File: src/hw/rtl/ispd_pkg.sv
// ----------------------------------------------------------------------------
// ispd_pkg
// Shared types, opcodes and mnemonic codes for the instruction predecoder.
// ----------------------------------------------------------------------------
package ispd_pkg;

    localparam int unsigned WindowBytes = 5;
    localparam int unsigned AddrW       = 64;
    localparam int unsigned OffW        = 34;   // signed displacement plus length
    localparam int unsigned ApbAddrW    = 3;

    // register map (byte addresses)
    localparam logic [ApbAddrW-1:0] RegIsaMode = 3'h0;

    // ISA select
    localparam logic IsaX86 = 1'b0;
    localparam logic IsaArm = 1'b1;

    // x86 opcodes
    localparam logic [7:0] OpPushRbp = 8'h55;
    localparam logic [7:0] OpPushLo  = 8'h50;
    localparam logic [7:0] OpPushHi  = 8'h57;
    localparam logic [7:0] OpPopLo   = 8'h58;
    localparam logic [7:0] OpPopHi   = 8'h5F;
    localparam logic [7:0] OpJccLo   = 8'h74;
    localparam logic [7:0] OpJccHi   = 8'h79;   // last jcc decoded with rel8
    localparam logic [7:0] OpJccName = 8'h7F;   // last jcc with a known name
    localparam logic [7:0] OpMov     = 8'h89;
    localparam logic [7:0] OpNop     = 8'h90;
    localparam logic [7:0] OpRet     = 8'hC3;
    localparam logic [7:0] OpCall    = 8'hE8;
    localparam logic [7:0] OpJmp     = 8'hE9;
    localparam logic [7:0] OpJmpRel8 = 8'hEB;

    // ARM class codes (word bits 27:24)
    localparam logic [3:0] ArmClsMovHi = 4'h1;
    localparam logic [3:0] ArmClsAddHi = 4'h3;
    localparam logic [3:0] ArmClsB     = 4'hA;
    localparam logic [3:0] ArmClsBl    = 4'hB;

    localparam logic [2:0] LenZero  = 3'd0;
    localparam logic [2:0] LenByte  = 3'd1;
    localparam logic [2:0] LenRel8  = 3'd2;
    localparam logic [2:0] LenMin   = 3'd3;   // minimum window for a prologue
    localparam logic [2:0] LenWord  = 3'd4;
    localparam logic [2:0] LenRel32 = 3'd5;

    typedef enum logic [4:0] {
        MN_DB       = 5'd0,
        MN_PUSH     = 5'd1,
        MN_POP      = 5'd2,
        MN_MOV      = 5'd3,
        MN_NOP      = 5'd4,
        MN_RET      = 5'd5,
        MN_CALL     = 5'd6,
        MN_JMP      = 5'd7,
        MN_JZ       = 5'd8,
        MN_JNZ      = 5'd9,
        MN_JBE      = 5'd10,
        MN_JA       = 5'd11,
        MN_JS       = 5'd12,
        MN_JNS      = 5'd13,
        MN_JP       = 5'd14,
        MN_JNP      = 5'd15,
        MN_JL       = 5'd16,
        MN_JGE      = 5'd17,
        MN_JLE      = 5'd18,
        MN_JG       = 5'd19,
        MN_ARM_MOV  = 5'd20,
        MN_ARM_ADD  = 5'd21,
        MN_ARM_B    = 5'd22,
        MN_ARM_UNK  = 5'd23
    } ispd_mnemonic_t;

    typedef struct packed {
        logic [WindowBytes-1:0][7:0] bytes;
        logic [2:0]                  avail;
        logic [AddrW-1:0]            address;
    } ispd_window_t;

    typedef struct packed {
        logic           ok;
        logic [2:0]     length;
        ispd_mnemonic_t mnemonic;
        logic [2:0]     first_register;
        logic [2:0]     second_register;
        logic           memory_operand;
        logic           is_jump;
        logic [AddrW-1:0] branch_target;
        logic           func_start;
    } ispd_result_t;

    function automatic ispd_mnemonic_t x86_mnemonic(input logic [7:0] op);
        ispd_mnemonic_t mn;
        mn = MN_DB;
        if (op >= OpPushLo && op <= OpPushHi) begin
            mn = MN_PUSH;
        end
        else if (op >= OpPopLo && op <= OpPopHi) begin
            mn = MN_POP;
        end
        else if (op >= OpJccLo && op <= OpJccName) begin
            mn = ispd_mnemonic_t'(5'(MN_JZ) + 5'(op[3:0] - OpJccLo[3:0]));
        end
        else begin
            unique case (op)
                OpMov:     mn = MN_MOV;
                OpNop:     mn = MN_NOP;
                OpRet:     mn = MN_RET;
                OpCall:    mn = MN_CALL;
                OpJmp:     mn = MN_JMP;
                OpJmpRel8: mn = MN_JMP;
                default:   mn = MN_DB;
            endcase
        end
        return mn;
    endfunction

endpackage

File: src/hw/rtl/ispd_apb_regs.sv
// ----------------------------------------------------------------------------
// ispd_apb_regs
// APB register file: holds the ISA mode select.
// ----------------------------------------------------------------------------
module ispd_apb_regs
(
    input  logic                          clk,
    input  logic                          rst_n,
    input  logic                          psel,
    input  logic                          penable,
    input  logic                          pwrite,
    input  logic [ispd_pkg::ApbAddrW-1:0] paddr,
    input  logic [31:0]                   pwdata,
    output logic [31:0]                   prdata,
    output logic                          pready,
    output logic                          isa_mode
);
    import ispd_pkg::*;

    logic isa_mode_reg;
    logic isa_mode_next;
    logic hit;

    // word decode, byte offset ignored
    assign hit    = (paddr[ApbAddrW-1:2] == RegIsaMode[ApbAddrW-1:2]);
    assign pready = 1'b1;

    always_comb
    begin
        isa_mode_next = isa_mode_reg;
        if (psel && penable && pwrite && hit) begin
            isa_mode_next = pwdata[0];
        end
    end

    always_ff @(posedge clk or negedge rst_n)
    begin
        if (!rst_n) begin
            isa_mode_reg <= IsaX86;
        end
        else begin
            isa_mode_reg <= isa_mode_next;
        end
    end

    assign prdata   = hit ? {31'd0, isa_mode_reg} : 32'd0;
    assign isa_mode = isa_mode_reg;

endmodule

File: src/hw/rtl/ispd_decode.sv
// ----------------------------------------------------------------------------
// ispd_decode
// Combinational decode of one fetch window into a predecode result.
// ----------------------------------------------------------------------------
module ispd_decode
(
    input  logic                   isa_mode,
    input  ispd_pkg::ispd_window_t win,
    output ispd_pkg::ispd_result_t res
);
    import ispd_pkg::*;

    logic [2:0]        avail;
    logic [7:0]        op;
    logic [7:0]        modrm;
    logic [3:0]        cls;
    logic              ok;
    logic              jump;
    logic [OffW-1:0]   offset;      // displacement plus length, signed
    ispd_result_t      r;

    assign avail = (win.avail > LenRel32) ? LenRel32 : win.avail;
    assign op    = win.bytes[0];
    assign modrm = win.bytes[1];
    assign cls   = win.bytes[3][3:0];

    always_comb
    begin
        r        = '0;
        r.mnemonic = MN_DB;
        ok       = 1'b1;
        jump     = 1'b0;
        offset   = '0;
        if (isa_mode == IsaArm) begin
            r.length = LenWord;
            if (avail < LenWord) begin
                ok = 1'b0;
            end
            else if (cls <= ArmClsMovHi) begin
                r.mnemonic = MN_ARM_MOV;
            end
            else if (cls <= ArmClsAddHi) begin
                r.mnemonic = MN_ARM_ADD;
            end
            else if (cls == ArmClsB || cls == ArmClsBl) begin
                r.mnemonic = MN_ARM_B;
                jump       = 1'b1;
                // imm24 * 4, sign-extended
                offset = {{(OffW-26){win.bytes[2][7]}},
                          win.bytes[2], win.bytes[1], win.bytes[0], 2'b00};
            end
            else begin
                r.mnemonic = MN_ARM_UNK;
            end
        end
        else begin
            r.mnemonic = x86_mnemonic(op);
            r.length   = LenByte;
            if (avail == LenZero) begin
                ok = 1'b0;
            end
            else if (op >= OpPushLo && op <= OpPopHi) begin
                r.first_register = op[2:0];
            end
            else if (op == OpCall || op == OpJmp) begin
                if (avail < LenRel32) begin
                    ok = 1'b0;
                end
                else begin
                    r.length = LenRel32;
                    jump     = 1'b1;
                    offset   = {{(OffW-32){win.bytes[4][7]}}, win.bytes[4],
                                win.bytes[3], win.bytes[2], win.bytes[1]}
                             + OffW'(LenRel32);
                end
            end
            else if (op >= OpJccLo && op <= OpJccHi) begin
                if (avail < LenRel8) begin
                    ok = 1'b0;
                end
                else begin
                    r.length = LenRel8;
                    jump     = 1'b1;
                    offset   = {{(OffW-8){modrm[7]}}, modrm} + OffW'(LenRel8);
                end
            end
            else if (op == OpMov) begin
                if (avail < LenRel8) begin
                    ok = 1'b0;
                end
                else begin
                    r.length          = LenRel8;
                    r.first_register  = modrm[2:0];
                    r.second_register = modrm[5:3];
                    r.memory_operand  = (modrm[7:6] != 2'b11);
                end
            end
            r.func_start = (op == OpPushRbp) && (avail >= LenMin);
        end

        r.ok            = ok;
        r.is_jump       = jump;
        r.branch_target = jump ? (win.address + {{(AddrW-OffW){offset[OffW-1]}}, offset})
                               : '0;
        if (!ok) begin
            r          = '0;
            r.mnemonic = MN_DB;
        end
    end

    assign res = r;

endmodule

File: src/hw/rtl/isa_subset_instruction_predecoder_top.sv
// ----------------------------------------------------------------------------
// Path: an accepted window fills the window reg, its decode the result reg.
// Throughput: one window per cycle unless the output stalls; the single decode
//   pass between the two registers sets the rate, and a stalled result still
//   lets one more window in.
// Reset: rst_n clears both stage valids and sets isa_mode to x86 decode.
// ----------------------------------------------------------------------------
// isa_subset_instruction_predecoder_top
// Instruction predecoder: x86 subset or ARM word, length, mnemonic, branch target.
// ----------------------------------------------------------------------------
module isa_subset_instruction_predecoder_top
(
    input  logic                          clk,
    input  logic                          rst_n,

    // APB configuration
    input  logic                          psel,
    input  logic                          penable,
    input  logic                          pwrite,
    input  logic [ispd_pkg::ApbAddrW-1:0] paddr,
    input  logic [31:0]                   pwdata,
    output logic [31:0]                   prdata,
    output logic                          pready,

    // window input channel
    input  logic                          in_valid,
    output logic                          in_ready,
    input  logic [7:0]                    byte0,
    input  logic [7:0]                    byte1,
    input  logic [7:0]                    byte2,
    input  logic [7:0]                    byte3,
    input  logic [7:0]                    byte4,
    input  logic [2:0]                    bytes_available,
    input  logic [63:0]                   address,

    // result output channel
    output logic                          out_valid,
    input  logic                          out_ready,
    output logic                          ok,
    output logic [2:0]                    length,
    output logic [4:0]                    mnemonic,
    output logic [2:0]                    first_register,
    output logic [2:0]                    second_register,
    output logic                          memory_operand,
    output logic                          is_jump,
    output logic [63:0]                   branch_target,
    output logic                          func_start
);
    import ispd_pkg::*;

    logic          isa_mode;

    // stage 1: captured window
    logic          win_valid_reg;
    logic          win_valid_next;
    ispd_window_t  win_reg;

    // stage 2: decoded result
    logic          res_valid_reg;
    logic          res_valid_next;
    ispd_result_t  res_reg;
    ispd_result_t  res_next;

    logic          in_xfer;
    logic          res_load;

    ispd_apb_regs u_regs
    (
        .clk      (clk),
        .rst_n    (rst_n),
        .psel     (psel),
        .penable  (penable),
        .pwrite   (pwrite),
        .paddr    (paddr),
        .pwdata   (pwdata),
        .prdata   (prdata),
        .pready   (pready),
        .isa_mode (isa_mode)
    );

    ispd_decode u_decode
    (
        .isa_mode (isa_mode),
        .win      (win_reg),
        .res      (res_next)
    );

    // Result register loads when it is empty or its content is being taken.
    // The window register empties into it, so it can refill in the same cycle.
    assign res_load = win_valid_reg && (!res_valid_reg || out_ready);
    assign in_ready = !win_valid_reg || res_load;
    assign in_xfer  = in_valid && in_ready;

    always_comb
    begin
        win_valid_next = win_valid_reg;
        if (in_xfer) begin
            win_valid_next = 1'b1;
        end
        else if (res_load) begin
            win_valid_next = 1'b0;
        end

        res_valid_next = res_valid_reg;
        if (res_load) begin
            res_valid_next = 1'b1;
        end
        else if (out_ready) begin
            res_valid_next = 1'b0;
        end
    end

    always_ff @(posedge clk or negedge rst_n)
    begin
        if (!rst_n) begin
            win_valid_reg <= 1'b0;
            res_valid_reg <= 1'b0;
        end
        else begin
            win_valid_reg <= win_valid_next;
            res_valid_reg <= res_valid_next;
        end
    end

    // payload registers, no reset needed
    always_ff @(posedge clk)
    begin
        if (in_xfer) begin
            win_reg.bytes   <= {byte4, byte3, byte2, byte1, byte0};
            win_reg.avail   <= bytes_available;
            win_reg.address <= address;
        end
        if (res_load) begin
            res_reg <= res_next;
        end
    end

    assign out_valid       = res_valid_reg;
    assign ok              = res_reg.ok;
    assign length          = res_reg.length;
    assign mnemonic        = res_reg.mnemonic;
    assign first_register  = res_reg.first_register;
    assign second_register = res_reg.second_register;
    assign memory_operand  = res_reg.memory_operand;
    assign is_jump         = res_reg.is_jump;
    assign branch_target   = res_reg.branch_target;
    assign func_start      = res_reg.func_start;

    // a failed decode carries no length and no branch
    a_fail_clear: assert property (@(posedge clk) disable iff (!rst_n)
        (res_load && !res_next.ok) |=> (length == LenZero && !is_jump && !func_start))
        else $error("failed decode left fields set");

    // a branch is only reported for a decoded instruction
    a_jump_ok: assert property (@(posedge clk) disable iff (!rst_n)
        (out_valid && is_jump) |-> ok)
        else $error("jump flagged on failed decode");

    // an empty window stage always takes input
    a_ready_free: assert property (@(posedge clk) disable iff (!rst_n)
        !win_valid_reg |-> in_ready)
        else $error("input stalled with empty window stage");

    // a held result is not overwritten
    a_no_overwrite: assert property (@(posedge clk) disable iff (!rst_n)
        (out_valid && !out_ready) |-> !res_load)
        else $error("result register reloaded while stalled");

    // function start implies a push decode
    a_func_push: assert property (@(posedge clk) disable iff (!rst_n)
        (out_valid && func_start) |-> (ok && mnemonic == MN_PUSH))
        else $error("function start without push");

endmodule

File: config.mk
export PLATFORM = sky130hd
export DESIGN_NAME = isa_subset_instruction_predecoder_top
export DESIGN_NICKNAME = d
export VERILOG_FILES = /design/src/hw/rtl/ispd_pkg.sv /design/src/hw/rtl/ispd_apb_regs.sv /design/src/hw/rtl/ispd_decode.sv /design/src/hw/rtl/isa_subset_instruction_predecoder_top.sv
export SDC_FILE = /design/constraint.sdc
export NUM_CORES = 1
export LEC_CHECK = 0
export BUFFER_PORTS_ARGS = -buffer_cell sky130_fd_sc_hd__buf_2
export CAP_MARGIN = 20
export CORE_UTILIZATION = 50
export CTS_CLUSTER_SIZE = 12
export DETAILED_ROUTE_END_ITERATION = 6
export PLACE_DENSITY = 0.86
export SYNTH_ARGS = -nofsm -noshare
export SYNTH_HDL_FRONTEND = slang
export SYNTH_SLANG_ARGS = --single-unit
File: constraint.sdc
create_clock -name clk -period 6.81 [get_ports clk]
set_clock_uncertainty 0.2 [all_clocks]
set_input_delay 1.0215 -clock clk [delete_from_list [all_inputs] [get_ports clk]]
set_output_delay 1.0215 -clock clk [all_outputs]
set_load 0.05 [all_outputs]
==> impl_metrics.tcl <==
set metrics [dict create \
    yosys.area_share.simple 0.152 \
    clock_path_buffers 2 \
    yosysWarnings 0 \
    nFillCells 2041 \
    ant_nets 0 \
    die_h_um 156 \
    routed_wl_mm 29.2 \
    crit_family "compound AO/OA/AOI/OAI gates" \
    ios 266 \
    std_cell_rows 56 \
    syn_inst 1150 \
    postCtsSetupRepairBufs 0 \
    async_flop_share 0.0156 \
    avgSynthCellArea_um2 10.3 \
    cts_tree "yes" \
    r2r-start "win_reg[77]" \
    final-setup-viol-count 0 \
    fin_tns_setup_ns 0 \
    yosysSeqAreaShare 0.484 \
    final_layout_size_suffix_gt1_frac 0.198 \
    dp_cells 1629 \
    drtPass1Iterations 5 \
    rsz0062_at_grt "false" \
    dp_hpwl_mm 22.2 \
    overflow 0 \
    largest_reg_flops 107 \
    fmax_ghz 0.168 \
    post_cts_resized 0 \
    crit_path_end_kind "flop" \
    synth_edf_count 189 \
    core-area_um2 23400 \
    vdd_drop_max_v 0.000142 \
    power-per-cell-area_nw_per_um2 217 \
    worstPathCellList "inv_1, ha_1, nand2_1, a21oi_1, nand4_1, nor3_1, nand2_1, xnor2_1, a21oi_1, o21ai_0, ha_1, a21o_1, o21bai_1, a221oi_1, o21ai_1, a221oi_1, and4_1, nor2_1, a21oi_1, mux2i_1" \
    synth_top_family_by_area "compound AO/OA/AOI/OAI gates" \
    grt.total_usage 0.243 \
    slew_headroom 0.331 \
    cts-root-buf "clkbuf_16" \
    p_leak_nw 5.64 \
    min_path_type "in -> async" \
    nets 1550 \
    crit_arrival_ns 6.01 \
    total_power_mw 2.94 \
    postCtsHoldBufs 0 \
    cp_max_fo 8 \
    maxSlewViolCount 0 \
    startpoint "win_reg[77]" \
    synth_cell_types 83 \
    synth_seq_cells 192 \
    crit_buf_inv 1 \
    clkTransAtPathRegs_ns 0.07 \
    area_growth_pct 14.3 \
    min_period_over_period 0.873 \
    synth_compound_area_frac 0.185 \
    num_vias 9436 \
    grt_max_degree 78 \
    vias_per_cell 5.66 \
    tightest_slew_ns 1.00 \
    clk_latency_ns 0.43 \
    synth_xor_area_frac 0.0538 \
    worst_path_most_repeated_cell "a21oi_1" \
    synthMuxAreaShare 0.00516 \
    finalCriticalPeriod_ns 5.95 \
    wire_per_inst_um 17.5 \
    holdWs_ns 0.170 \
    cp-start-kind "flop" \
    worstPathRequired_ns 6.87 \
    gp_congestion 0.904 \
    grt_pass1_wl_mm 45.7 \
    synth_flop_cell "edfxtp_1" \
    cts_buffers 17 \
    syn_area_um2 11900 \
    die_w_um 156 \
    grt_pass1_vias 8783 \
    start_util 0.508 \
    path_class "reg -> reg" \
    cts.sink_count 192 \
    drt_iter0_drc 762 \
    fin_cells 1666 \
    slowest_stage "nor3_1" \
    hold_violations 0 \
    drc_errors 0 \
    cap_violations 0 \
    synth_fa_ha_area_frac 0.0764 \
    die-area_um2 24400 \
    max_stage_delay_ns 0.57 \
    cts.htree.levels 4 \
    portBuffers 200 \
    status "completed" \
    antenna_found_initial 5 \
]
logic make-up (layout without fill, tap and decap cells):
group / after synthesis / in the layout
simple gates: 367 / 367
compound gates: 335 / 335
flops: 192 / 192
buf+inv: 103 / 265
xor+xnor: 73 / 73
fa+ha+maj: 72 / 72
mux: 6 / 6
other cells: 2 / 37
layer usage:
metal,share of wire,track usage,vias up
li1,-,-,4592
met1,0.46,0.343,4400
met2,0.44,0.371,381
met3,0.063,0.0356,61
met4,0.033,0.106,2
met5,0.00044,0,-
worst reg2reg max path: cells and delay by family, from the launching register on:
family	cells	cell delay (ns)
AO/OA/AOI/OAI	9	2.35
AND/OR/NAND/NOR	6	1.55
flip-flops	1	0.55
adder cells (fa/ha/maj)	2	0.53
multiplexers	1	0.27
XOR/XNOR	1	0.17
buffers and inverters	1	0.16
synthesized netlist by cell type, drive strengths merged (14+ instances only):
library cell  count  share of area
edfxtp          189           0.48
nor2            115          0.036
a21oi           109          0.046
nand2            96          0.031
ha               71          0.075
o21ai            68          0.029
buf              45          0.026
a21o             41          0.026
xnor2            41          0.030
clkbuf           33          0.010
xor2             32          0.024
inv              25         0.0079
nor3             24          0.011
nand3            21         0.0088
nand4            21          0.012
o21bai           16          0.010
nand2b           14         0.0074
layout make-up:
type	count	area, um2	share of cell area
diodes	5	12.5	0.000921
multi-input cells	885	5740	0.423
repair buffers	208	1060	0.0780
well taps	319	399	0.0294
inverters	25	93.8	0.00691
clock inverters	13	87.6	0.00645
clock buffers	19	433	0.0319
flip-flops and latches	192	5750	0.423
worst paths after layout:
kind / endpoint / slack (ns) / depth (start not counted)
min in group clk: out_valid / 0.30 / 1
worst min-delay path: win_valid_reg / 0.17 / 1
worst max register to register: branch_target[60] / 0.86 / 20
worst min register to register: out_valid / 0.30 / 1
max in group asynchronous: out_valid / 6.13 / 1
worst max-delay path: branch_target[60] / 0.86 / 20
metrics by stage:
stage                util  cell area, um2  worst slack [ns]
floorplan               -           12000              1.77
global placement    0.557           13000              1.03
detailed placement  0.557           13000              1.01
CTS                 0.580           13600             0.964
global route        0.580           13600             0.497
finish              0.580           13600             0.864
layout by cell type (no fill, tap or decap), drive strengths merged, types with 24 or more instances in the layout:
cell / synthesis / routed
a21oi: 109 / 109
inv: 25 / 29
ha: 71 / 71
conb: 2 / 32
nor3: 24 / 24
nor2: 115 / 115
nand2: 96 / 96
o21ai: 68 / 68
a21o: 41 / 41
xnor2: 41 / 41
xor2: 32 / 32
buf: 45 / 208
edfxtp: 189 / 189
power by group:
| part | total, mW | internal [mW] | switching [mW] |
|---|---|---|---|
| registers | 1.45 | 1.40 | 0.0495 |
| clock network | 0.914 | 0.468 | 0.446 |
| logic | 0.582 | 0.161 | 0.421 |
No activity file was read; power rests on OpenSTA's default activity.
